===== src/rtl/nfca_pkg.sv =====
package nfca_pkg;

  // Grid limits and field widths.
  localparam int MAX_ROWS    = 64;
  localparam int MAX_COLUMNS = 64;
  localparam int FIELD_W     = 7;
  localparam int STATUS_W    = 2;
  localparam int ROW_W       = $clog2(MAX_ROWS);
  localparam int COL_W       = $clog2(MAX_COLUMNS);
  localparam int DIST_W      = FIELD_W + 1;
  localparam int IN_DATA_W   = 16;
  localparam int OUT_DATA_W  = 16;
  localparam int CFG_IDX_W   = 1;

  // Configuration register indexes.
  localparam logic [CFG_IDX_W-1:0] REG_ROW_COUNT    = 1'd0;
  localparam logic [CFG_IDX_W-1:0] REG_COLUMN_COUNT = 1'd1;

  // Result status codes.
  typedef enum logic [STATUS_W-1:0] {
    STATUS_GRANTED      = 2'd0,
    STATUS_FULL         = 2'd1,
    STATUS_OUT_OF_RANGE = 2'd2
  } status_t;

  // Commands from the controller to the datapath.
  typedef struct packed {
    logic    load;
    logic    start_scan;
    logic    write_cell;
    logic    emit;
    status_t code;
  } ctrl_cmd_t;

  // Status from the datapath to the controller.
  typedef struct packed {
    logic in_range;
    logic scan_done;
    logic found;
    logic out_free;
  } dp_stat_t;

endpackage


===== src/rtl/nfca_ctrl.sv =====
module nfca_ctrl (
  input  logic                 clk,
  input  logic                 rst_n,
  input  logic                 in_tvalid,
  output logic                 in_tready,
  input  nfca_pkg::dp_stat_t   stat,
  output nfca_pkg::ctrl_cmd_t  cmd
);

  typedef enum logic [2:0] {
    ST_IDLE,
    ST_CHECK,
    ST_SCAN,
    ST_WRITE,
    ST_RESULT
  } state_t;

  state_t            state_r;
  state_t            state_nxt;
  nfca_pkg::status_t code_r;
  nfca_pkg::status_t code_nxt;

  // Next state and the result code that goes with it.
  always_comb begin
    state_nxt = state_r;
    code_nxt  = code_r;
    unique case (state_r)
      ST_IDLE: begin
        if (in_tvalid) begin
          state_nxt = ST_CHECK;
        end
      end
      ST_CHECK: begin
        if (stat.in_range) begin
          state_nxt = ST_SCAN;
        end else begin
          code_nxt  = nfca_pkg::STATUS_OUT_OF_RANGE;
          state_nxt = ST_RESULT;
        end
      end
      ST_SCAN: begin
        if (stat.scan_done) begin
          if (stat.found) begin
            code_nxt  = nfca_pkg::STATUS_GRANTED;
            state_nxt = ST_WRITE;
          end else begin
            code_nxt  = nfca_pkg::STATUS_FULL;
            state_nxt = ST_RESULT;
          end
        end
      end
      ST_WRITE: begin
        state_nxt = ST_RESULT;
      end
      ST_RESULT: begin
        if (stat.out_free) begin
          state_nxt = ST_IDLE;
        end
      end
      default: begin
        state_nxt = ST_IDLE;
      end
    endcase
  end

  // State and result code registers.
  always_ff @(posedge clk) begin
    if (!rst_n) begin
      state_r <= ST_IDLE;
      code_r  <= nfca_pkg::STATUS_GRANTED;
    end else begin
      state_r <= state_nxt;
      code_r  <= code_nxt;
    end
  end

  // Commands decoded from the current state.
  assign in_tready      = (state_r == ST_IDLE);
  assign cmd.load       = (state_r == ST_IDLE) && in_tvalid;
  assign cmd.start_scan = (state_r == ST_CHECK) && stat.in_range;
  assign cmd.write_cell = (state_r == ST_WRITE);
  assign cmd.emit       = (state_r == ST_RESULT) && stat.out_free;
  assign cmd.code       = code_r;

endmodule


===== config.mk =====
export PLATFORM = sky130hd
export DESIGN_NAME = nfca_ctrl
export DESIGN_NICKNAME = d
export VERILOG_FILES = /design/src/rtl/nfca_pkg.sv /design/src/rtl/nfca_ctrl.sv
export SDC_FILE = /design/constraint.sdc
export NUM_CORES = 1
export LEC_CHECK = 0
export BUFFER_PORTS_ARGS = -buffer_cell sky130_fd_sc_hd__buf_2
export CAP_MARGIN = 10
export CORE_AREA = 5 5 42 44
export DETAILED_ROUTE_END_ITERATION = 6
export DIE_AREA = 0 0 47 49
export GPL_TIMING_DRIVEN = 0
export SYNTH_ARGS = -nofsm -noshare
export SYNTH_HDL_FRONTEND = slang
export SYNTH_SLANG_ARGS = --single-unit

===== constraint.sdc =====
create_clock -name clk -period 0.95 [get_ports clk]
set_input_delay 0.1425 -clock clk [delete_from_list [all_inputs] [get_ports clk]]
set_output_delay 0.1425 -clock clk [all_outputs]
set_load 0.1 [all_outputs]

==> impl_metrics.env <==
export IMPL_synth_nets=51
export IMPL_start_util_pct=25.5
export IMPL_root_buffer="clkbuf_4"
export IMPL_min_path_type="in2reg"
export IMPL_post_synth_num_cell_types=25
export IMPL_fin_nets=78
export IMPL_async_flop_share_pct=0
export IMPL_cts_made_buffers=3
export IMPL_max_cap_violations=0
export IMPL_fin_skew_ns=0.00155
export IMPL_via_count=439
export IMPL_p_switching_uw=816
export IMPL_cts_sinks=5
export IMPL_synth_edff_count=0
export IMPL_end_kind="output port"
export IMPL_synthCells=44
export IMPL_power_uw=1700
export IMPL_cts_htree_levels=1
export IMPL_grt_pass1_wl_um=1860
export IMPL_cp_top_family="buffers and inverters"
export IMPL_seqPwrFrac_pct=17.8
export IMPL_syn_avg_cell_area_um2=8.13
export IMPL_status="finished, violations left"
export IMPL_violations="setup timing"
export IMPL_met3_usage_pct=2.58
export IMPL_crit_path_max_fanout=6
export IMPL_cts_tree="done"
export IMPL_via_per_inst=5.10
export IMPL_crit_arrival_ns=1.26
export IMPL_dpl_hpwl_um=694
export IMPL_synth_top_cell_area_share_pct=28.0
export IMPL_setup_viol=10
export IMPL_yosysMostFrequentCell="nand2_1"
export IMPL_whs_ns=0.177
export IMPL_fp_dieW_um=47
export IMPL_ioPinCount=14
export IMPL_num_rows=14
export IMPL_mappedNetlistArea_um2=358
export IMPL_hold_violations=0
export IMPL_fin_ws_ns=-0.449
export IMPL_synthToLayoutAreaGrowth_pct=113
export IMPL_tightest_slew_ns=0.215
export IMPL_first_pass_iters=2
export IMPL_die_area_um2=2300
export IMPL_synth_area_leaders="dfxtp_1 (28%), nand2_1 (7.3%), o41ai_2 (4.5%)"
export IMPL_ys_ff_latch=5
export IMPL_path_clk_slew_ns=0.05
export IMPL_cellInternalPower_uw=884
export IMPL_worstSetupStartpointType="register"
export IMPL_clockBufferDepth=2
export IMPL_grt_start_max_net_pins=7
export IMPL_drtIter0Drc=9
export IMPL_fmax_mhz=715
export IMPL_p_leak_uw=0.000313
export IMPL_gp_congestion=0.829
export IMPL_comb_power_share_pct=67.2
export IMPL_synth_top_area_cell="dfxtp_1"
export IMPL_p_clk_share_pct=15.0
export IMPL_required_ns=0.81
export IMPL_clock_latency_ns=0.24
export IMPL_wl_um=1090
export IMPL_drc=0
export IMPL_synth_top_cells_by_count="nand2_1 (7), dfxtp_1 (5), a21oi_1 (3), nor2_1 (3), nor3_1 (3)"
export IMPL_period_needed_ns=1.40
export IMPL_path_cells="buf_8, nor4b_4, buf_6"
export IMPL_diodes=0
export IMPL_max_slew_margin_rel_pct=85.5
export IMPL_postCtsHoldBufs=0
export IMPL_grt_antenna_before_repair=0
export IMPL_grt_busiest_layer="met1"
export IMPL_period_share_pct=147
export IMPL_path_class="reg2out"
export IMPL_floorplan_core_area_um2=1400
export IMPL_grt_met1_usage_pct=16.3
export IMPL_met2_usage_pct=14.9
export IMPL_numPortBuffers=13
export IMPL_wl_per_cell_um=12.6
export IMPL_cp_slowest_cell="dfxtp_4"
export IMPL_drive_gt1_share_pct=67.1
export IMPL_globalRouteTotalUtil_pct=11.0
export IMPL_ir_worst_vdd_uv=1050
export IMPL_p_per_area_nw_per_um2=2230
export IMPL_gr_total_overflow=0
export IMPL_drv_slew=0
export IMPL_synth_warnings=0
export IMPL_synth_main_ff_cell="dfxtp_1"
export IMPL_die_y_um=49
export IMPL_yosysSeqAreaShare_pct=28.0
export IMPL_grt_pass1_vias=411
export IMPL_cp_num_buf_inv=2
export IMPL_cp_slowest_stage_delay_ns=0.34
export IMPL_antenna_left=0
export IMPL_p_sw_share_pct=48.0
export IMPL_rsz0062_at_grt="yes"
[final cells by class]
cell class                      instances  area, um2
Buffer                                  2       30.0
Clock buffer                            4       26.3
Fill cell                             129        638
Inverter                                1       11.3
Multi-Input combinational cell         35        317
Sequential cell                         5        114
Tap cell                               16       20.0
Timing Repair Buffer                   23        245
[power by group through the flow]
stage	Clock, uW	Combinational, uW	Sequential [uW]
6_report	254	1140	303
5_1_grt	288	1200	309
4_1_cts	255	1090	269
3_5_place_dp	0	825	275
3_3_place_gp	0	823	274
2_1_floorplan	0	670	316
[stage by stage]
stage | worst slack [ns] | instance area, um2 | std cells | utilization, % | setup TNS (ns)
global route | -0.499 | 763 | 86 | 54.5 | -3.36
CTS | -0.457 | 717 | 84 | 51.2 | -2.89
global placement | -0.418 | 526 | 73 | 37.5 | -2.15
detailed placement | -0.420 | 526 | 73 | 37.5 | -2.23
finish | -0.449 | 763 | 86 | 54.5 | -2.79
floorplan | -0.958 | 440 | 44 | - | -3.41
[timing repair]
action | 4_1_cts | 5_1_grt
cloned | 0 | 0
endpoints found under the setup margin | 12 | 12
buffers inserted | 7 | 3
pin swaps | 6 | 6
resized for setup | 31 | 10
[flip-flops by register name, indices dropped and copies added (netlist names)]
signal,flops
state_r,3
code_r,2
[final timing paths]
path | slack, ns | cells past startpoint | from | end
setup / recovery | -0.45 | 3 | state_r[1] | cmd[4]
hold / removal | 0.18 | 3 | rst_n | state_r[2]
setup reg to reg | -0.26 | 5 | state_r[0] | code_r[0]
hold reg to reg | 0.51 | 2 | code_r[1] | code_r[1]
[layer usage]
metal | vias to the layer above | share of wire, %
met2 | 14 | 47
met5 | - | 0
met4 | 0 | 1.9
met1 | 211 | 46
li1 | 212 | -
met3 | 2 | 5.1
[cells in the final DEF, fill, tap and decap left out, types with 2 or more instances in the layout]
cell type and instances:
buf_6 4, buf_12 4, buf_8 5, nor4b_4 2
nor2_1 2, buf_2 6, nor3_4 3, dfxtp_2 2
buf_4 6, clkbuf_4 3, o21ai_1 2, dfxtp_4 3
nand2_1 5, nand2b_1 2, a21oi_1 3
[kinds of logic (layout without fill, tap and decap cells)]
group,after synthesis,after routing,share of synthesized area [%]
buffers and inverters,4,30,8.39
DFF,5,5,28.0
AOI/OAI and AO/OA,10,10,20.3
muxes,1,1,2.80
and+or+nand+nor,24,24,40.6
[worst min-delay path: stages]
cell     delay, ns
buf_2         0.14
nand2_1       0.07
a21oi_1       0.03
Power figures use the tool's default switching activity.
